File: src/hdl/xbt_pkg.sv
// Shared types, codes and constants for the XML byte tokenizer.
// No dependencies; every other file of the block but xbt_if uses this package.
`default_nettype none

package xbt_pkg;

	// Nesting limit; the depth counter is eight bits, so the cap never exceeds 255.
	localparam int MAX_DEPTH = 255;
	localparam logic [7:0] DEPTH_CAP = 8'((MAX_DEPTH < 255) ? MAX_DEPTH : 255);

	// Parser phases
	localparam logic [2:0] PH_NONE      = 3'd0;
	localparam logic [2:0] PH_TAG_OPEN  = 3'd1;
	localparam logic [2:0] PH_ELEM_NAME = 3'd2;
	localparam logic [2:0] PH_PRE_ATTR  = 3'd3;
	localparam logic [2:0] PH_ATTR_NAME = 3'd4;
	localparam logic [2:0] PH_PRE_VALUE = 3'd5;
	localparam logic [2:0] PH_VALUE     = 3'd6;
	localparam logic [2:0] PH_CONTENT   = 3'd7;

	// Byte roles
	localparam logic [2:0] ROLE_MARKUP     = 3'd0;
	localparam logic [2:0] ROLE_ELEM_NAME  = 3'd1;
	localparam logic [2:0] ROLE_ATTR_NAME  = 3'd2;
	localparam logic [2:0] ROLE_ATTR_VALUE = 3'd3;
	localparam logic [2:0] ROLE_TEXT       = 3'd4;

	// Delimiters
	localparam logic [7:0] CH_LT    = 8'h3C;
	localparam logic [7:0] CH_GT    = 8'h3E;
	localparam logic [7:0] CH_SLASH = 8'h2F;
	localparam logic [7:0] CH_QMARK = 8'h3F;
	localparam logic [7:0] CH_EQ    = 8'h3D;
	localparam logic [7:0] CH_QUOTE = 8'h22;
	localparam logic [7:0] CH_SPACE = 8'h20;
	localparam logic [7:0] CH_TAB   = 8'h09;
	localparam logic [7:0] CH_LF    = 8'h0A;

	typedef struct packed {
		logic [2:0] phase;
		logic [7:0] depth;
		logic       all_white;
	} state_t;

	typedef struct packed {
		logic [7:0] char_out;
		logic [2:0] role;
		logic       open_item;
		logic       begin_event;
		logic       end_event;
		logic       text_event;
		logic       text_white;
		logic       text_clear;
		logic [7:0] event_depth;
		logic       depth_error;
	} result_t;

	function automatic logic is_space(input logic [7:0] c);
		return (c == CH_SPACE) || (c == CH_TAB) || (c == CH_LF);
	endfunction

endpackage

`default_nettype wire

File: src/hdl/xbt_if.sv
// Valid/ready channel interfaces: document bytes in, token beats out.
// Depends on nothing; field names follow the block's item definitions.
`default_nettype none

interface xbt_char_if;
	logic       valid;
	logic       ready;
	logic [7:0] char_in;

	modport source (output valid, output char_in, input ready);
	modport sink (input valid, input char_in, output ready);
endinterface

interface xbt_token_if;
	logic       valid;
	logic       ready;
	logic [7:0] char_out;
	logic [2:0] role;
	logic       open_item;
	logic       begin_event;
	logic       end_event;
	logic       text_event;
	logic       text_white;
	logic       text_clear;
	logic [7:0] event_depth;
	logic       depth_error;

	modport source (output valid, output char_out, output role, output open_item,
		output begin_event, output end_event, output text_event, output text_white,
		output text_clear, output event_depth, output depth_error, input ready);
	modport sink (input valid, input char_out, input role, input open_item,
		input begin_event, input end_event, input text_event, input text_white,
		input text_clear, input event_depth, input depth_error, output ready);
endinterface

`default_nettype wire

File: src/hdl/xbt_step.sv
// One tokenizer step: next parser state and the token for one byte.
// Purely combinational; depends on xbt_pkg.
`default_nettype none

module xbt_step (
	input  wire xbt_pkg::state_t  cur,
	input  wire logic [7:0]       char_in,
	output xbt_pkg::state_t       nxt,
	output xbt_pkg::result_t      res
);

	logic sp;

	assign sp = xbt_pkg::is_space(char_in);

	always_comb begin
		nxt = cur;
		res = '0;
		res.char_out = char_in;

		unique case (cur.phase)
			xbt_pkg::PH_NONE: begin
				if (char_in == xbt_pkg::CH_LT) begin
					nxt.phase = xbt_pkg::PH_TAG_OPEN;
				end
			end
			xbt_pkg::PH_CONTENT: begin
				if (char_in == xbt_pkg::CH_LT) begin
					res.text_event  = 1'b1;
					res.text_white  = cur.all_white;
					res.event_depth = (cur.depth != 8'd0) ? cur.depth - 8'd1 : 8'd0;
					nxt.all_white   = 1'b1;
					nxt.phase       = xbt_pkg::PH_TAG_OPEN;
				end else if (char_in == xbt_pkg::CH_GT) begin
					res.text_clear = 1'b1;
					nxt.all_white  = 1'b1;
				end else begin
					res.role = xbt_pkg::ROLE_TEXT;
					if (!sp) begin
						nxt.all_white = 1'b0;
					end
				end
			end
			xbt_pkg::PH_TAG_OPEN: begin
				if (sp) begin
					// skip whitespace after '<'
				end else if (char_in == xbt_pkg::CH_SLASH) begin
					if (cur.depth == 8'd0) begin
						res.depth_error = 1'b1;
						nxt.phase       = xbt_pkg::PH_NONE;
					end else begin
						nxt.depth       = cur.depth - 8'd1;
						res.end_event   = 1'b1;
						res.event_depth = cur.depth - 8'd1;
						nxt.phase = (cur.depth == 8'd1) ? xbt_pkg::PH_NONE
							: xbt_pkg::PH_CONTENT;
					end
				end else begin
					res.role      = xbt_pkg::ROLE_ELEM_NAME;
					res.open_item = 1'b1;
					nxt.phase     = xbt_pkg::PH_ELEM_NAME;
				end
			end
			xbt_pkg::PH_ELEM_NAME, xbt_pkg::PH_PRE_ATTR: begin
				if (sp) begin
					nxt.phase = xbt_pkg::PH_PRE_ATTR;
				end else if (char_in == xbt_pkg::CH_GT) begin
					res.begin_event = 1'b1;
					res.event_depth = cur.depth;
					if (cur.depth >= xbt_pkg::DEPTH_CAP) begin
						res.depth_error = 1'b1;
					end else begin
						nxt.depth = cur.depth + 8'd1;
					end
					nxt.phase = xbt_pkg::PH_CONTENT;
				end else if (char_in == xbt_pkg::CH_SLASH
						|| char_in == xbt_pkg::CH_QMARK) begin
					// self-closing: open and close together, depth holds
					res.begin_event = 1'b1;
					res.end_event   = 1'b1;
					res.event_depth = cur.depth;
					nxt.phase = (cur.depth == 8'd0) ? xbt_pkg::PH_NONE
						: xbt_pkg::PH_CONTENT;
				end else if (cur.phase == xbt_pkg::PH_ELEM_NAME) begin
					res.role = xbt_pkg::ROLE_ELEM_NAME;
				end else begin
					res.role      = xbt_pkg::ROLE_ATTR_NAME;
					res.open_item = 1'b1;
					nxt.phase     = xbt_pkg::PH_ATTR_NAME;
				end
			end
			xbt_pkg::PH_ATTR_NAME: begin
				if (sp) begin
					// drop whitespace inside the name
				end else if (char_in == xbt_pkg::CH_EQ) begin
					nxt.phase = xbt_pkg::PH_PRE_VALUE;
				end else begin
					res.role = xbt_pkg::ROLE_ATTR_NAME;
				end
			end
			xbt_pkg::PH_PRE_VALUE: begin
				if (char_in == xbt_pkg::CH_QUOTE) begin
					res.role      = xbt_pkg::ROLE_ATTR_VALUE;
					res.open_item = 1'b1;
					nxt.phase     = xbt_pkg::PH_VALUE;
				end
			end
			xbt_pkg::PH_VALUE: begin
				if (char_in == xbt_pkg::CH_QUOTE) begin
					nxt.phase = xbt_pkg::PH_PRE_ATTR;
				end else begin
					res.role = xbt_pkg::ROLE_ATTR_VALUE;
				end
			end
			default: begin
				nxt = cur;
			end
		endcase
	end

endmodule

`default_nettype wire

File: src/hdl/xbt_out_fifo.sv
// Two-entry result queue that drives the token channel.
// Decouples input acceptance from output back-pressure; depends on xbt_pkg.
`default_nettype none

module xbt_out_fifo (
	input  wire                    clk,
	input  wire                    arst_n,
	input  wire logic              push,
	input  wire xbt_pkg::result_t  push_data,
	output logic                   full,
	xbt_token_if.source            tokens
);

	xbt_pkg::result_t entry_q [2];
	logic             wr_ptr_q;
	logic             rd_ptr_q;
	logic [1:0]       count_q;
	logic             pop;
	xbt_pkg::result_t head;

	assign full = (count_q == 2'd2);
	assign pop  = (count_q != 2'd0) && tokens.ready;
	assign head = entry_q[rd_ptr_q];

	always_ff @(posedge clk) begin
		if (push) begin
			entry_q[wr_ptr_q] <= push_data;
		end
	end

	always_ff @(posedge clk or negedge arst_n) begin
		if (!arst_n) begin
			wr_ptr_q <= 1'b0;
			rd_ptr_q <= 1'b0;
			count_q  <= 2'd0;
		end else begin
			if (push) begin
				wr_ptr_q <= ~wr_ptr_q;
			end
			if (pop) begin
				rd_ptr_q <= ~rd_ptr_q;
			end
			if (push && !pop) begin
				count_q <= count_q + 2'd1;
			end else if (pop && !push) begin
				count_q <= count_q - 2'd1;
			end
		end
	end

	assign tokens.valid       = (count_q != 2'd0);
	assign tokens.char_out    = head.char_out;
	assign tokens.role        = head.role;
	assign tokens.open_item   = head.open_item;
	assign tokens.begin_event = head.begin_event;
	assign tokens.end_event   = head.end_event;
	assign tokens.text_event  = head.text_event;
	assign tokens.text_white  = head.text_white;
	assign tokens.text_clear  = head.text_clear;
	assign tokens.event_depth = head.event_depth;
	assign tokens.depth_error = head.depth_error;

endmodule

`default_nettype wire

File: src/hdl/xml_byte_tokenizer_core.sv
// Top level of the XML byte tokenizer: parser state registers, step logic
// and result queue. Depends on xbt_pkg, xbt_if, xbt_step and xbt_out_fifo.
`default_nettype none

// Takes one document byte per beat on chars and returns exactly one token beat
// per byte on tokens, in order. A byte is accepted in every cycle while the
// two-entry result queue has room, so the sustained rate is one byte per clock;
// the update of the phase, depth and whitespace registers is what sets it.
// Each accepted byte's token is registered in the result queue. The queue
// absorbs up to two tokens while tokens.ready is low, after which chars.ready
// drops. Element depth saturates at xbt_pkg::MAX_DEPTH (at most 255).

module xml_byte_tokenizer_core (
	input  wire         clk,
	input  wire         arst_n,
	xbt_char_if.sink    chars,
	xbt_token_if.source tokens
);

	xbt_pkg::state_t  state_q;
	xbt_pkg::state_t  state_nxt;
	xbt_pkg::result_t step_res;
	logic             full;
	logic             accept;

	assign chars.ready = !full;
	assign accept      = chars.valid && !full;

	xbt_step u_step (
		.cur     (state_q),
		.char_in (chars.char_in),
		.nxt     (state_nxt),
		.res     (step_res)
	);

	always_ff @(posedge clk or negedge arst_n) begin
		if (!arst_n) begin
			state_q.phase     <= xbt_pkg::PH_NONE;
			state_q.depth     <= 8'd0;
			state_q.all_white <= 1'b1;
		end else if (accept) begin
			state_q <= state_nxt;
		end
	end

	xbt_out_fifo u_out_fifo (
		.clk       (clk),
		.arst_n    (arst_n),
		.push      (accept),
		.push_data (step_res),
		.full      (full),
		.tokens    (tokens)
	);

	a_depth_capped: assert property (@(posedge clk) disable iff (!arst_n)
		state_q.depth <= xbt_pkg::DEPTH_CAP)
		else $error("nesting depth beyond cap");

	a_outside_is_top: assert property (@(posedge clk) disable iff (!arst_n)
		state_q.phase == xbt_pkg::PH_NONE |-> state_q.depth == 8'd0)
		else $error("outside any tag with nonzero depth");

	a_content_nested: assert property (@(posedge clk) disable iff (!arst_n)
		state_q.phase == xbt_pkg::PH_CONTENT |-> state_q.depth != 8'd0)
		else $error("in element content at depth zero");

	a_begin_nests: assert property (@(posedge clk) disable iff (!arst_n)
		accept && step_res.begin_event && !step_res.end_event && !step_res.depth_error
		|=> state_q.depth == $past(state_q.depth) + 8'd1)
		else $error("start tag did not advance depth");

	a_token_follows: assert property (@(posedge clk) disable iff (!arst_n)
		accept |=> tokens.valid)
		else $error("accepted beat produced no token");

endmodule

`default_nettype wire

File: src/flat_wrapper.sv
// flat-port wrapper written by rule: the top's interface ports become plain ports
module xml_byte_tokenizer_core_flat 
  (clk, arst_n, chars_valid, chars_char_in, chars_ready, tokens_valid, tokens_char_out, tokens_role, tokens_open_item, tokens_begin_event, tokens_end_event, tokens_text_event, tokens_text_white, tokens_text_clear, tokens_event_depth, tokens_depth_error, tokens_ready);
  xbt_char_if chars_i ();
  xbt_token_if tokens_i ();
  input  wire clk;
  input  wire arst_n;
  input wire logic [$bits(chars_i.valid)-1:0] chars_valid;
  input wire logic [$bits(chars_i.char_in)-1:0] chars_char_in;
  output wire logic [$bits(chars_i.ready)-1:0] chars_ready;
  output wire logic [$bits(tokens_i.valid)-1:0] tokens_valid;
  output wire logic [$bits(tokens_i.char_out)-1:0] tokens_char_out;
  output wire logic [$bits(tokens_i.role)-1:0] tokens_role;
  output wire logic [$bits(tokens_i.open_item)-1:0] tokens_open_item;
  output wire logic [$bits(tokens_i.begin_event)-1:0] tokens_begin_event;
  output wire logic [$bits(tokens_i.end_event)-1:0] tokens_end_event;
  output wire logic [$bits(tokens_i.text_event)-1:0] tokens_text_event;
  output wire logic [$bits(tokens_i.text_white)-1:0] tokens_text_white;
  output wire logic [$bits(tokens_i.text_clear)-1:0] tokens_text_clear;
  output wire logic [$bits(tokens_i.event_depth)-1:0] tokens_event_depth;
  output wire logic [$bits(tokens_i.depth_error)-1:0] tokens_depth_error;
  input wire logic [$bits(tokens_i.ready)-1:0] tokens_ready;
  assign chars_i.valid = chars_valid;
  assign chars_i.char_in = chars_char_in;
  assign chars_ready = chars_i.ready;
  assign tokens_valid = tokens_i.valid;
  assign tokens_char_out = tokens_i.char_out;
  assign tokens_role = tokens_i.role;
  assign tokens_open_item = tokens_i.open_item;
  assign tokens_begin_event = tokens_i.begin_event;
  assign tokens_end_event = tokens_i.end_event;
  assign tokens_text_event = tokens_i.text_event;
  assign tokens_text_white = tokens_i.text_white;
  assign tokens_text_clear = tokens_i.text_clear;
  assign tokens_event_depth = tokens_i.event_depth;
  assign tokens_depth_error = tokens_i.depth_error;
  assign tokens_i.ready = tokens_ready;
  xml_byte_tokenizer_core u_core (.clk(clk), .arst_n(arst_n), .chars(chars_i), .tokens(tokens_i));
endmodule
File: config.mk
export PLATFORM = sky130hd
export DESIGN_NAME = xml_byte_tokenizer_core_flat
export DESIGN_NICKNAME = d
export VERILOG_FILES = /design/src/hdl/xbt_pkg.sv /design/src/hdl/xbt_if.sv /design/src/hdl/xbt_step.sv /design/src/hdl/xbt_out_fifo.sv /design/src/hdl/xml_byte_tokenizer_core.sv /design/src/flat_wrapper.sv
export SDC_FILE = /design/constraint.sdc
export NUM_CORES = 1
export LEC_CHECK = 0
export ABC_CLOCK_PERIOD_IN_PS = 5300
export BUFFER_PORTS_ARGS = -buffer_cell sky130_fd_sc_hd__buf_2
export CORE_ASPECT_RATIO = 0.8
export CORE_MARGIN = 8
export CORE_UTILIZATION = 63
export CTS_CLUSTER_DIAMETER = 80
export DETAILED_ROUTE_END_ITERATION = 10
export PLACE_DENSITY = 0.87
export RECOVER_POWER = 25
export REMOVE_ABC_BUFFERS = 1
export SLEW_MARGIN = 20
export SYNTH_ARGS = -nofsm -noshare
export SYNTH_HDL_FRONTEND = slang
export SYNTH_SLANG_ARGS = --single-unit
File: constraint.sdc
create_clock -name clk -period 5.3 [get_ports clk]
set_clock_uncertainty 0.05 [all_clocks]
set_input_delay 0.53 -clock clk [delete_from_list [all_inputs] [get_ports clk]]
set_output_delay 0.53 -clock clk [all_outputs]
set_load 0.005 [all_outputs]
* After elaboration in Yosys (flattened, before gate mapping)
Memories as Yosys holds them, arrays and structs flattened. Index checks and enable logic that the tools add are counted. W data, S select, Z words.
Storage, ports and cells: flip-flop bits (word level) 16, memory bits (writable) 52, output and inout bits 28, logic and storage cells 134, memories kept 1
Memory list:
- u_core.u_out_fifo.entry_q | words 2, bits a word 26, read ports 1, clocked after Yosys merged registers in 0, write ports 1, line xbt_out_fifo.sv:14 | xbt_pkg::result_t entry_q [2];
Operators by class: add/subtract/negate cells 4, magnitude comparators 1, equality and inequality tests 31, multiplexer cells 68, bitwise operators 2, reduce and logical (&&, ||, !) cells 21
Operators by type and width (number):
- $mux W8 | 10
- $eq A8 B6 Y1 const B | 7
- $mux W3 | 17
- $pmux W3 S6 | 2
- $mux W9 | 3
- $pmux W8 S3 | 1
- $mux W2 | 10
- $ne A2 B2 Y1 const B | 10
- $mux W1 | 17
- $eq A8 B4 Y1 const B | 2
- $pmux W8 S2 | 1
- $reduce_and A8 Y1 | 2
- $eq A3 B3 Y1 const B | 4
- $mux W11 | 1
- $add A8 B1 Y8 const B | 1
- $eq A8 B1 Y1 const B | 1
- $ge A8 B8 Y1 const B | 1
- $logic_not A8 Y1 | 1
- $mux W4 | 2
- $reduce_bool A8 Y1 | 1
- $sub A8 B1 Y8 const B | 1
- $eq A3 B2 Y1 const B | 2
- $mux W6 | 1
- $reduce_bool A2 Y1 | 3
- other kinds (16) | 26

* Longest topological paths before layout
Gate-level depths: netlist of run 1.
depth in word-level cells 7, depth in mapped cells 8, depth with buffers taken out 7

* By module
Synthesis of run 1 repeated with hierarchy kept, for this count alone.
Unflattened totals: cells, all modules 316, area total of the unflattened synthesis 3972.6 µm²
By module, submodules not included:
- xbt_out_fifo | times used 1, cells an instance 97, area each 2165.8 µm²
- xbt_step | times used 1, cells an instance 192, area each 1298.7 µm²
- xml_byte_tokenizer_core | times used 1, cells an instance 27, area each 508.0 µm²

* Worst setup path before layout of run 1
No wires, ideal clock.
kind reg2reg, from register u_core.u_out_fifo.count_q[0], to memory u_core.u_out_fifo.entry_q[0][0] in the netlist's numbering (enable), library setup time 409 ps, arrival time 1885 ps, slack 2956 ps, cell stages (with the launch flop) 4, path buffers 0, period minus slack after synthesis 2344 ps, path through dfrtp_1 -> nand2b_1 -> nand2_1 -> nor2_1
On the way: longest elaborated chain between the ends 5
Ends and longest elaborated chain:
- start, declared | line xbt_out_fifo.sv:17 | logic [1:0] count_q;
- start signal, assigned | line xbt_out_fifo.sv:44 | count_q <= count_q + 2'd1;
- start signal, assigned | line xbt_out_fifo.sv:46 | count_q <= count_q - 2'd1;
- $eq A2 B2 Y1 | line xbt_out_fifo.sv:21 | assign full = (count_q == 2'd2);
- $logic_not A1 Y1
- named net chars_ready | line flat_wrapper.sv:10 | output wire logic [$bits(chars_i.ready)-1:0] chars_ready;
- $logic_and A1 B1 Y1 | line xml_byte_tokenizer_core.sv:27 | assign accept = chars.valid && !full;
- $mux W1 | line xbt_out_fifo.sv:26 | if (push) begin
- $mux W1 (implied by the code) | line xbt_out_fifo.sv:27 | entry_q[wr_ptr_q] <= push_data;
- end, declared | line xbt_out_fifo.sv:14
The timed path passes the listed nets, and every way through them passes these cells.

==> results of run 1 <==
## power by group through the flow
stage	logic [W]	registers, W	clock network (W)
after global placement	0.000633	0.000820	0
after detailed placement	0.000650	0.000829	0
final	0.000642	0.000820	0.000510
after CTS	0.000655	0.000819	0.000520
after global routing	0.000709	0.000837	0.000536
after floorplan	0.000404	0.000832	0
## cell type report
cell class                      count  area, µm²  area share
Clock buffer                       10        128      0.0316
Timing Repair Buffer               42        206      0.0511
Tap cell                           78       97.6      0.0242
Inverter                            9       33.8     0.00837
Clock inverter                      6        113      0.0279
Multi-Input combinational cell    200       1500       0.371
Sequential cell                    68       1960       0.486
## cell families (layout without fill, tap and decap cells)
kind of cell	after synthesis	after routing	share of synthesized area
AOI/OAI and AO/OA	49	49	0.103
and+or+nand+nor	104	104	0.175
buffers and inverters	27	67	0.0359
xor gates and xnor gates	13	13	0.0318
muxes	30	30	0.0932
DFF	68	68	0.547
adders and majority gates	4	4	0.0140
## critical path, delay by kind of cell (launching register included)
family / cells / cell delay, ps
AOI/OAI and AO/OA: 2 / 410
buffers and inverters: 1 / 140
adders and majority gates: 1 / 230
and+or+nand+nor: 3 / 950
DFF: 1 / 460
## per-layer routing
metal | GRT usage | vias to the layer above
met5 | 0 | -
met4 | 0.0836 | 0
met3 | 0.0517 | 11
met2 | 0.268 | 70
met1 | 0.243 | 1167
li1 | - | 1190
## stage by stage
stage	util	power (W)	worst slack (ps)	hold slack, ps
after floorplan	-	0.00124	2960	184
after global placement	0.697	0.00145	2830	421
final	0.739	0.00197	2820	249
after CTS	0.741	0.00199	2830	47.3
after global routing	0.739	0.00208	2650	318
after detailed placement	0.697	0.00148	2790	426
## how the worst max path moves through the flow
stage | from | endpoint | slack, ps | depth (start not counted)
2_1_floorplan | u_core.u_out_fifo.count_q[0] | u_core.u_out_fifo.entry_q[0][0] | 2960 | 3
3_3_place_gp | chars_char_in[4] | u_core.u_out_fifo.entry_q[0][15] | 2830 | 6
3_5_place_dp | chars_char_in[4] | u_core.u_out_fifo.entry_q[0][4] | 2790 | 6
4_1_cts | u_core.state_q[1] | u_core.u_out_fifo.entry_q[0][4] | 2830 | 7
5_1_grt | u_core.state_q[1] | u_core.u_out_fifo.entry_q[1][4] | 2650 | 7
6_report | u_core.state_q[1] | u_core.u_out_fifo.entry_q[0][4] | 2820 | 7
## registers in the layout, summed over array words and instances (netlist names)
register	count
u_core.state_q	12
u_core.u_out_fifo.count_q	2
u_core.u_out_fifo.entry_q	52
u_core.u_out_fifo.rd_ptr_q	1
u_core.u_out_fifo.wr_ptr_q	1
## Yosys cell counts, drive strengths merged, types with 3 or more instances
cell type	number	area share
a21oi	10	0.014
ha	4	0.014
a32oi	3	0.013
edfxtp	52	0.44
a211oi	3	0.0063
xnor2	7	0.017
xor2	6	0.015
nor2b	6	0.010
nor2	18	0.020
nor4	6	0.016
mux2	27	0.085
a21o	3	0.0063
dfrtp	15	0.10
nand3	9	0.014
nand2b	8	0.014
inv	9	0.0094
or4	3	0.0073
nand2	15	0.016
or3	4	0.0084
mux2i	3	0.0084
o31ai	4	0.0084
clkbuf	9	0.0094
nor3	13	0.021
and3	3	0.0052
and2	3	0.0052
buf	9	0.017
o21ai	6	0.0084
==> run metrics, run 1 <==
Net Switching=0.000626 W; post-synthesis register bit count=68; Synth warnings=0; final instance area=4040 µm²; Max-slew headroom=0.374; vias in the first global route=2423; core box area=5470 µm²; Sw Share=0.318; synth unique cells=68; Die Width=100 µm; Antenna Nets Post-Route=0; final slew viol count=0; setup slack, reg-to-reg=2820 ps; Mapped Cells=295; Top Layer Used=met4; Comb power frac=0.325; DRT iter0 DRCs=277; Routed met1 length=3340 µm; Root Driver=clkbuf_8; Top FF cell, synth=edfxtp_1; # nets final=346; setup_tns=0 ps; gr usage total=0.183; clk sinks=68; Worst-Margin Slew=939 ps; internal power=0.00135 W; RSZ-0062 raised after global routing=false; CP max stage cell=or3b_1; Post-synth EDFFs=52; cell chain of the critical path=inv_1 -> ha_1 -> or3b_1 -> nor2_1 -> nor3_2 -> a21o_1 -> a22o_1; die height=83.5 µm; Worst Reg-to-Reg Cells=7; Synth async-reset ratio=0.235; first-pass GRT wire length=11900 µm; P&R area growth vs syn=12.6%; LEAKAGE=1.48 nW; CTS Buf Count=9; Crit. End Element=register; CTS tree=done; total number of vias=2438; number of port buffers=39; worst-path fanout max=8; WL met2=3280 µm; Initial DRT Pass Iterations=4; synthesized area=3590 µm²; Largest stage delay, worst path=470 ps; H-Tree Depth=3; Finished Layout Cells=413; max-cap viol count=0; setup violators final=0; post-cts gate resize count=0; critical path arrival=2540 ps; Bufs on Longest Clock Path=2; CP Launch Type=register; Detail Placement HPWL=4890 µm; commonest non-fill, non-tap cell in the layout=edfxtp_1; worst min path class=in2async; Setup Crit Path Kind=reg2reg; FMAX=0.403 GHz; Clock Latency Late Sink=350 ps; GRT overflow=0; Flop pwr share=0.416; Final Hold Violating Endpoints=0; initial antenna violation count=0; fraction of layout cells with a size suffix above 1=0.266; Post-CTS Hold Buffers=0; Ports=40; DR vias/cell=5.90; WL met3=399 µm; DRC=0; number of antenna diodes=0; clk slew on worst S/H paths=80 ps; most frequent cells in the layout=edfxtp_1 (52), buf_2 (30), mux2_2 (27); R2R Path End=u_core.u_out_fifo.entry_q[0][4]; Filler cells=401; Tmin final=2480 ps; fin crit share=0.468; pwr dens=488 nW/µm²; Mapped Avg Cell Area=12.2 µm²; Worst Path Required=5350 ps; Total Die Area=8380 µm²; WL final=7110 µm; placed instance area=3810 µm²; Post-CTS Setup Inserts=0; final weighted congestion in routability-driven placement=0.914; sequential area share after synthesis=0.547; reg2reg start=u_core.state_q[1]; Starting Density=0.656; placed cell count=397; FP Rows=24; largest net degree at the start of global routing=28; IR drop worst, VDD=0.436 mV; status=completed; Clock Power Share=0.259; routed len/inst=17.2 µm
Note: power is estimated with default switching activity, not from simulation.
==> run 2, diff against run 1 <==
--- a/config.mk
+++ b/config.mk
@@ -5,14 +5,15 @@
 export SDC_FILE = /design/constraint.sdc
 export NUM_CORES = 1
 export LEC_CHECK = 0
-export ABC_CLOCK_PERIOD_IN_PS = 5300
+export ABC_AREA = 1
+export ABC_CLOCK_PERIOD_IN_PS = 2450
 export BUFFER_PORTS_ARGS = -buffer_cell sky130_fd_sc_hd__buf_2
 export CORE_ASPECT_RATIO = 0.8
 export CORE_MARGIN = 8
-export CORE_UTILIZATION = 63
+export CORE_UTILIZATION = 59
 export CTS_CLUSTER_DIAMETER = 80
 export DETAILED_ROUTE_END_ITERATION = 10
-export PLACE_DENSITY = 0.87
+export PLACE_DENSITY = 0.82
 export RECOVER_POWER = 25
 export REMOVE_ABC_BUFFERS = 1
 export SLEW_MARGIN = 20
==> constraint.sdc (replaced) <==
create_clock -name clk -period 2.45 [get_ports clk]
set_clock_uncertainty 0.05 [all_clocks]
set_input_delay 0.245 -clock clk [delete_from_list [all_inputs] [get_ports clk]]
set_output_delay 0.245 -clock clk [all_outputs]
set_load 0.005 [all_outputs]
==> run metrics, run 2 <==
cell chain of the critical path=inv_1 -> ha_1 -> nand2_2 -> inv_2 -> nand2_4 -> nand2_1 -> o311ai_0; Initial DRT Pass Iterations=5 (+1); Worst-Margin Slew=914 ps (-24.8 ps); synth unique cells=37 (-46%); Ports=40 (unchanged); clk sinks=68 (unchanged); IR drop worst, VDD=0.717 mV (+64%); pwr dens=1230 nW/µm² (+150%); number of port buffers=39 (unchanged); initial antenna violation count=0 (unchanged); area leader, netlist=edfxtp_1; Synth warnings=0 (unchanged); status=completed; core box area=5970 µm² (+9.3%); die height=86.7 µm (+3.9%); first-pass GRT wire length=13500 µm (+13%); fraction of layout cells with a size suffix above 1=0.173 (-0.0928); worst-path fanout max=7 (-1); Hold EP=u_core.u_out_fifo.entry_q[1][24]; CP max stage cell=dfrtp_1; post-synthesis register bit count=68 (unchanged); RSZ-0062 raised after global routing=false; Final Hold Violating Endpoints=0 (unchanged); LEAKAGE=1.96 nW (+32%); worst hold path depth=1; hold path startpoint=chars_char_in[6]; critical path arrival=2110 ps (-430 ps); gr usage total=0.188 (+0.00560); pre-CTS setup slack=425 ps (-2360 ps); clk slew on worst S/H paths=70 ps (about the same); Antenna Nets Post-Route=0 (unchanged); FMAX=0.482 GHz (+20%); Detail Placement HPWL=5860 µm (+20%); Core Util, Final=0.701 (-0.0376); Starting Density=0.618 (-0.0385); Filler cells=455 (+13%); setup_tns=0 ps (unchanged); GRT overflow=0 (unchanged); DR vias/cell=5.52 (-6.4%); largest net degree at the start of global routing=27 (-3.6%); Worst Path Required=2490 ps (-2860 ps); Total Die Area=9060 µm² (+8.1%); CTS tree=done; synthesized area=3690 µm² (+2.9%); M3 GR Usage=0.0719 (+0.0202); commonest non-fill, non-tap cell in the layout=nand2_1; most frequent cell after synthesis=nand2_1; Die Width=104 µm (+4.1%); top cell type's share of synthesized area=0.423 (-0.0123); WL final=8300 µm (+17%); Bufs on Longest Clock Path=2 (unchanged); CP Launch Type=register; reg2reg start=u_core.state_q[1]; most frequent cells in the layout=nand2_1 (185), edfxtp_1 (52), nand3_1 (33); top cells by count, synth=nand2_1 (185), edfxtp_1 (52), nand3_1 (33), inv_1 (28), nor2_1 (28); critical path startpoint=u_core.state_q[1]; routed len/inst=14.8 µm (-14%); P&R area growth vs syn=13.5%; final slew viol count=0 (unchanged); Post-CTS Setup Inserts=0 (unchanged); placed instance area=3940 µm² (+3.4%); met2 global-route usage=0.277 (+0.00828); R2R Path End=u_core.u_out_fifo.entry_q[0][1]; Clock Latency Late Sink=350 ps (about the same); worst min path class=in2reg; Regs by FF count=u_core.u_out_fifo.entry_q: 52 flops, u_core.state_q: 12 flops, u_core.u_out_fifo.count_q: 2 flops; final weighted congestion in routability-driven placement=1.00 (+9.9%); number of antenna diodes=0 (unchanged); Worst Reg-to-Reg Cells=7 (unchanged); setup violators final=0 (unchanged); DRC=0 (unchanged); final instance area=4190 µm² (+3.7%); met1 usage=0.243 (-0.000316); CTS Buf Count=9 (unchanged); Crit path buffers/inverters=2 (+1); Root Driver=clkbuf_8; total number of vias=3099 (+27%); DRT iter0 DRCs=245 (-12%); Mapped Avg Cell Area=8.50 µm² (-30%); layer carrying the most global-route usage=met2; Tmin final=2070 ps (-408 ps); sequential area share after synthesis=0.532 (-0.0154); setup slack, reg-to-reg=380 ps (-2440 ps); final worst setup slack=377 ps (-2440 ps); max-cap viol count=0 (unchanged); fin crit share=0.846 (+0.378); Post-synth EDFFs=52 (unchanged); Most flops, register=u_core.u_out_fifo.entry_q; Setup Crit Path Kind=reg2reg; top cells by area, synth=edfxtp_1 (42%), nand2_1 (19%), dfrtp_1 (10%), nand3_1 (4.5%), inv_1 (2.8%); Largest stage delay, worst path=500 ps (+30 ps); Crit. End Element=register; Synth async-reset ratio=0.235 (unchanged); CP delay by family, top=flip-flops; vias in the first global route=2733 (+13%); Mapped Cells=434 (+47%); # nets final=492 (+42%); H-Tree Depth=3 (unchanged); Max-slew headroom=0.390 (+0.0165); FP Rows=25 (+4.2%); Top FF cell, synth=edfxtp_1; max reg flops=52 (unchanged)
==> run 2: cell count changes after synthesis, moves of 9 or more <==
| cell | previous run | this run |
|---|---|---|
| mux2_2 | 27 | 0 |
| inv_1 | 9 | 28 |
| nor3_1 | 11 | 2 |
| inv_2 | 0 | 11 |
| nand2_1 | 15 | 185 |
| nor2_1 | 17 | 28 |
| nand3_1 | 8 | 33 |
==> run 2: repair_timing <==
item,in CTS,in global routing
hold endpoints to repair,15,0
endpoints found under the setup margin,0,0
hold buffers,1,0
gates resized for setup,0,0
==> run 2: how the worst max path moves through the flow <==
stage                                                  to  slack (ps)  cells past startpoint
after detailed placement  u_core.u_out_fifo.entry_q[1][1]         420                      7
after global routing      u_core.u_out_fifo.entry_q[1][1]         240                      7
final                     u_core.u_out_fifo.entry_q[0][1]         380                      7
after global placement    u_core.u_out_fifo.entry_q[0][1]         510                      7
after floorplan           u_core.u_out_fifo.entry_q[1][0]         280                      4
after CTS                 u_core.u_out_fifo.entry_q[1][1]         380                      7
==> run 2: cells by family after synthesis <==
kind of cell	after synthesis	share of synthesized area
AO/OA/AOI/OAI	23	0.0421
XOR/XNOR	8	0.0190
adder cells (fa/ha/maj)	4	0.0136
buffers and inverters	54	0.0644
flip-flops	68	0.532
AND/OR/NAND/NOR	277	0.329
==> run 2: metal layers <==
layer	part of all wire	wire length (µm)
met5	0	0
met2	0.43	3580
met4	0.027	227
met3	0.095	788
met1	0.45	3710
==> run 2: through the flow <==
step                      power [W]  instances  hold slack, ps
after detailed placement    0.00398        545             138
after global routing        0.00551        561             117
final                       0.00516        561            98.2
after floorplan             0.00325        421            -101
after global placement      0.00393        545             137
after CTS                   0.00518        561            49.0
==> run 2: layout make-up <==
cell class,count,area [µm²],share of cell area
clock buffers,9,124,0.0296
clock inverters,6,136,0.0326
inverters,41,156,0.0373
multi-input cells,312,1480,0.354
flip-flops and latches,68,1960,0.469
well taps,81,101,0.0242
repair buffers,44,224,0.0535
==> run 2: where the power goes <==
part | total (W) | internal, W | switching, W
clock network | 0.00120 | 0.000776 | 0.000427
registers | 0.00189 | 0.00163 | 0.000265
logic | 0.00207 | 0.000711 | 0.00136
total | 0.00516 | 0.00311 | 0.00205
==> run 3, diff against run 2 <==
--- a/config.mk
+++ b/config.mk
@@ -6,14 +6,14 @@
 export NUM_CORES = 1
 export LEC_CHECK = 0
 export ABC_AREA = 1
-export ABC_CLOCK_PERIOD_IN_PS = 2450
+export ABC_CLOCK_PERIOD_IN_PS = 1660
 export BUFFER_PORTS_ARGS = -buffer_cell sky130_fd_sc_hd__buf_2
 export CORE_ASPECT_RATIO = 0.8
 export CORE_MARGIN = 8
-export CORE_UTILIZATION = 59
+export CORE_UTILIZATION = 53
 export CTS_CLUSTER_DIAMETER = 80
 export DETAILED_ROUTE_END_ITERATION = 10
-export PLACE_DENSITY = 0.82
+export PLACE_DENSITY = 0.78
 export RECOVER_POWER = 25
 export REMOVE_ABC_BUFFERS = 1
 export SLEW_MARGIN = 20
==> constraint.sdc (replaced) <==
create_clock -name clk -period 1.66 [get_ports clk]
set_clock_uncertainty 0.05 [all_clocks]
set_input_delay 0.166 -clock clk [delete_from_list [all_inputs] [get_ports clk]]
set_output_delay 0.166 -clock clk [all_outputs]
set_load 0.005 [all_outputs]
==> run metrics, run 3 (synthesized netlist as in run 2, its figures left out) <==
status=finished with violations; failing checks=negative setup slack; area of the multi-input gates=1570 µm² (+6.0%); Tmin final=1680 ps (-397 ps); total number of vias=3143 (+1.4%); routed len/inst=14.6 µm (-1.2%); max-cap viol count=0 (unchanged); Worst Path Required=1900 ps (-590 ps); Routed met1 length=3750 µm (+1.2%); clk slew on worst S/H paths=80 ps (about the same); Crit. End Element=register; commonest non-fill, non-tap cell in the layout=nand2_1; Filler cells=533 (+17%); first-pass GRT wire length=13900 µm (+2.8%); placed instance area=4140 µm² (+5.0%); Worst-Margin Slew=932 ps (+17.5 ps); Power Total=0.00765 W (+48%); Regs by FF count=u_core.u_out_fifo.entry_q: 52 flops, u_core.state_q: 12 flops, u_core.u_out_fifo.count_q: 2 flops; number of antenna diodes=0 (unchanged); vias in the first global route=2876 (+5.2%); final worst setup slack=-16.1 ps (-393 ps); largest net degree at the start of global routing=28 (+3.7%); worst min path class=in2reg; die height=90.6 µm (+4.5%); most frequent cells in the layout=nand2_1 (180), edfxtp_1 (52), nand3_1 (33); cell chain of the critical path=inv_2 -> ha_4 -> nand2_2 -> inv_2 -> nand2_4 -> inv_4 -> nand2_4 -> o21ai_4 -> buf_4 -> nor2_2 -> nand3_1 -> nand2_1; Initial DRT Pass Iterations=5 (unchanged); Reg area=1970 µm² (+0.19%); RSZ-0062 raised after global routing=true; initial antenna violation count=0 (unchanged); DR vias/cell=5.20 (-5.8%); number of port buffers=39 (unchanged); GRT overflow=0 (unchanged); Bufs on Longest Clock Path=2 (unchanged); setup violators final=5 (+5); final instance area=4500 µm² (+7.5%); Antenna Nets Post-Route=0 (unchanged); CTS tree=done; pwr dens=1700 nW/µm² (+38%); # nets final=528 (+7.3%); max reg flops=52 (unchanged); P&R area growth vs syn=22.0%; CP Launch Type=register; clk sinks=68 (unchanged); core box area=6820 µm² (+14%); H-Tree Depth=3 (unchanged); worst-path fanout max=6 (-1); Top Layer Used=met4; Total Die Area=9900 µm² (+9.4%); Clock Latency Late Sink=350 ps (about the same); Starting Density=0.541 (-0.0769); Crit path buffers/inverters=4 (+2); final weighted congestion in routability-driven placement=0.933 (-7.1%); fraction of layout cells with a size suffix above 1=0.255 (+0.0824); FMAX=0.597 GHz (+24%); setup_tns=-48.3 ps (-48.3 ps); LEAKAGE=2.09 nW (+7.0%); Most flops, register=u_core.u_out_fifo.entry_q; gr usage total=0.178 (-0.0104); WL met3=742 µm (-5.8%); IR drop worst, VDD=0.765 mV (+6.7%); CTS Buf Count=9 (unchanged); Max-slew headroom=0.379 (-0.0117); DRT iter0 DRCs=223 (-9.0%); FP Rows=27 (+8.0%); critical path arrival=1920 ps (-190 ps); Detail Placement HPWL=5850 µm (-0.16%); Die Width=109 µm (+4.7%); Ports=40 (unchanged); DRC=0 (unchanged); CP delay by family, top=simple AND/OR/NAND/NOR gates; fin crit share=1.01 (+0.164); WL final=8830 µm (+6.4%); Root Driver=clkbuf_8; CP max stage cell=dfrtp_1; final slew viol count=0 (unchanged); WL met2=4230 µm (+18%); Setup Crit Path Kind=reg2reg; Final Hold Violating Endpoints=0 (unchanged); Largest stage delay, worst path=410 ps (-90 ps)
==> run 3: changes by cell type in the layout (fill, tap and decap cells not counted), moves of 4 or more <==
cell | previous run | this run
inv_2 | 9 | 13
dlygate4sd3_1 | 1 | 7
nor2_1 | 28 | 24
bufinv_16 | 4 | 0
nand2_1 | 185 | 180
inv_1 | 30 | 26
nand2_2 | 2 | 7
buf_4 | 4 | 28
==> run 3: routing by layer <==
layer / GRT usage / up-vias
li1: - / 1567
met1: 0.228 / 1431
met2: 0.274 / 134
met3: 0.0585 / 11
met4: 0.0606 / 0
met5: 0 / -
==> run 3: layout make-up <==
type	instances	share of cell area
flip-flops and latches	68	0.437
multi-input cells	314	0.349
repair buffers	78	0.116
inverters	41	0.0347
clock buffers	9	0.0275
well taps	87	0.0242
clock inverters	7	0.0117
==> run 3: path summary, 6_finish.rpt <==
path / from / endpoint / slack, ps / cells past startpoint
max in group asynchronous: arst_n / u_core.state_q[4] / 510 / 2
min: tokens_ready / u_core.u_out_fifo.rd_ptr_q / 60 / 3
max reg2reg: u_core.state_q[1] / u_core.state_q[1] / -20 / 12
min in group asynchronous: arst_n / u_core.u_out_fifo.rd_ptr_q / 420 / 2
min reg2reg: u_core.state_q[0] / u_core.state_q[0] / 440 / 2
max: u_core.state_q[1] / u_core.state_q[1] / -20 / 12
==> run 3: through the flow <==
stage / utilization / hold WS (ps) / cells / setup slack (ps)
2_1_floorplan: - / -180 / 421 / -510
3_3_place_gp: 0.606 / 51.9 / 573 / -100
3_5_place_dp: 0.606 / 61.3 / 573 / -126
4_1_cts: 0.646 / 8.55 / 597 / 2.09
5_1_grt: 0.660 / 53.7 / 604 / -108
6_report: 0.660 / 62.0 / 604 / -16.1
==> run 3: worst min-delay path, stage by stage <==
cell	delay (ps)
buf_2	100
nand2_1	90
xor2_1	70
==> run 3: report_power, final <==
part | switching [W] | total [W] | internal (W) | leakage (nW)
registers | 0.000276 | 0.00268 | 0.00241 | 0.687
clock network | 0.000664 | 0.00121 | 0.000548 | 0.0896
logic | 0.00229 | 0.00376 | 0.00147 | 1.32
total | 0.00323 | 0.00765 | 0.00442 | 2.09
==> run 3: what timing repair did <==
action | in CTS | in global routing
gates resized for setup | 5 | 16
pin swaps | 1 | 10
hold buffers | 7 | 0
setup endpoints to repair | 24 | 36
cloned | 1 | 1
buffers inserted | 0 | 6
endpoints found under the hold margin | 28 | 0
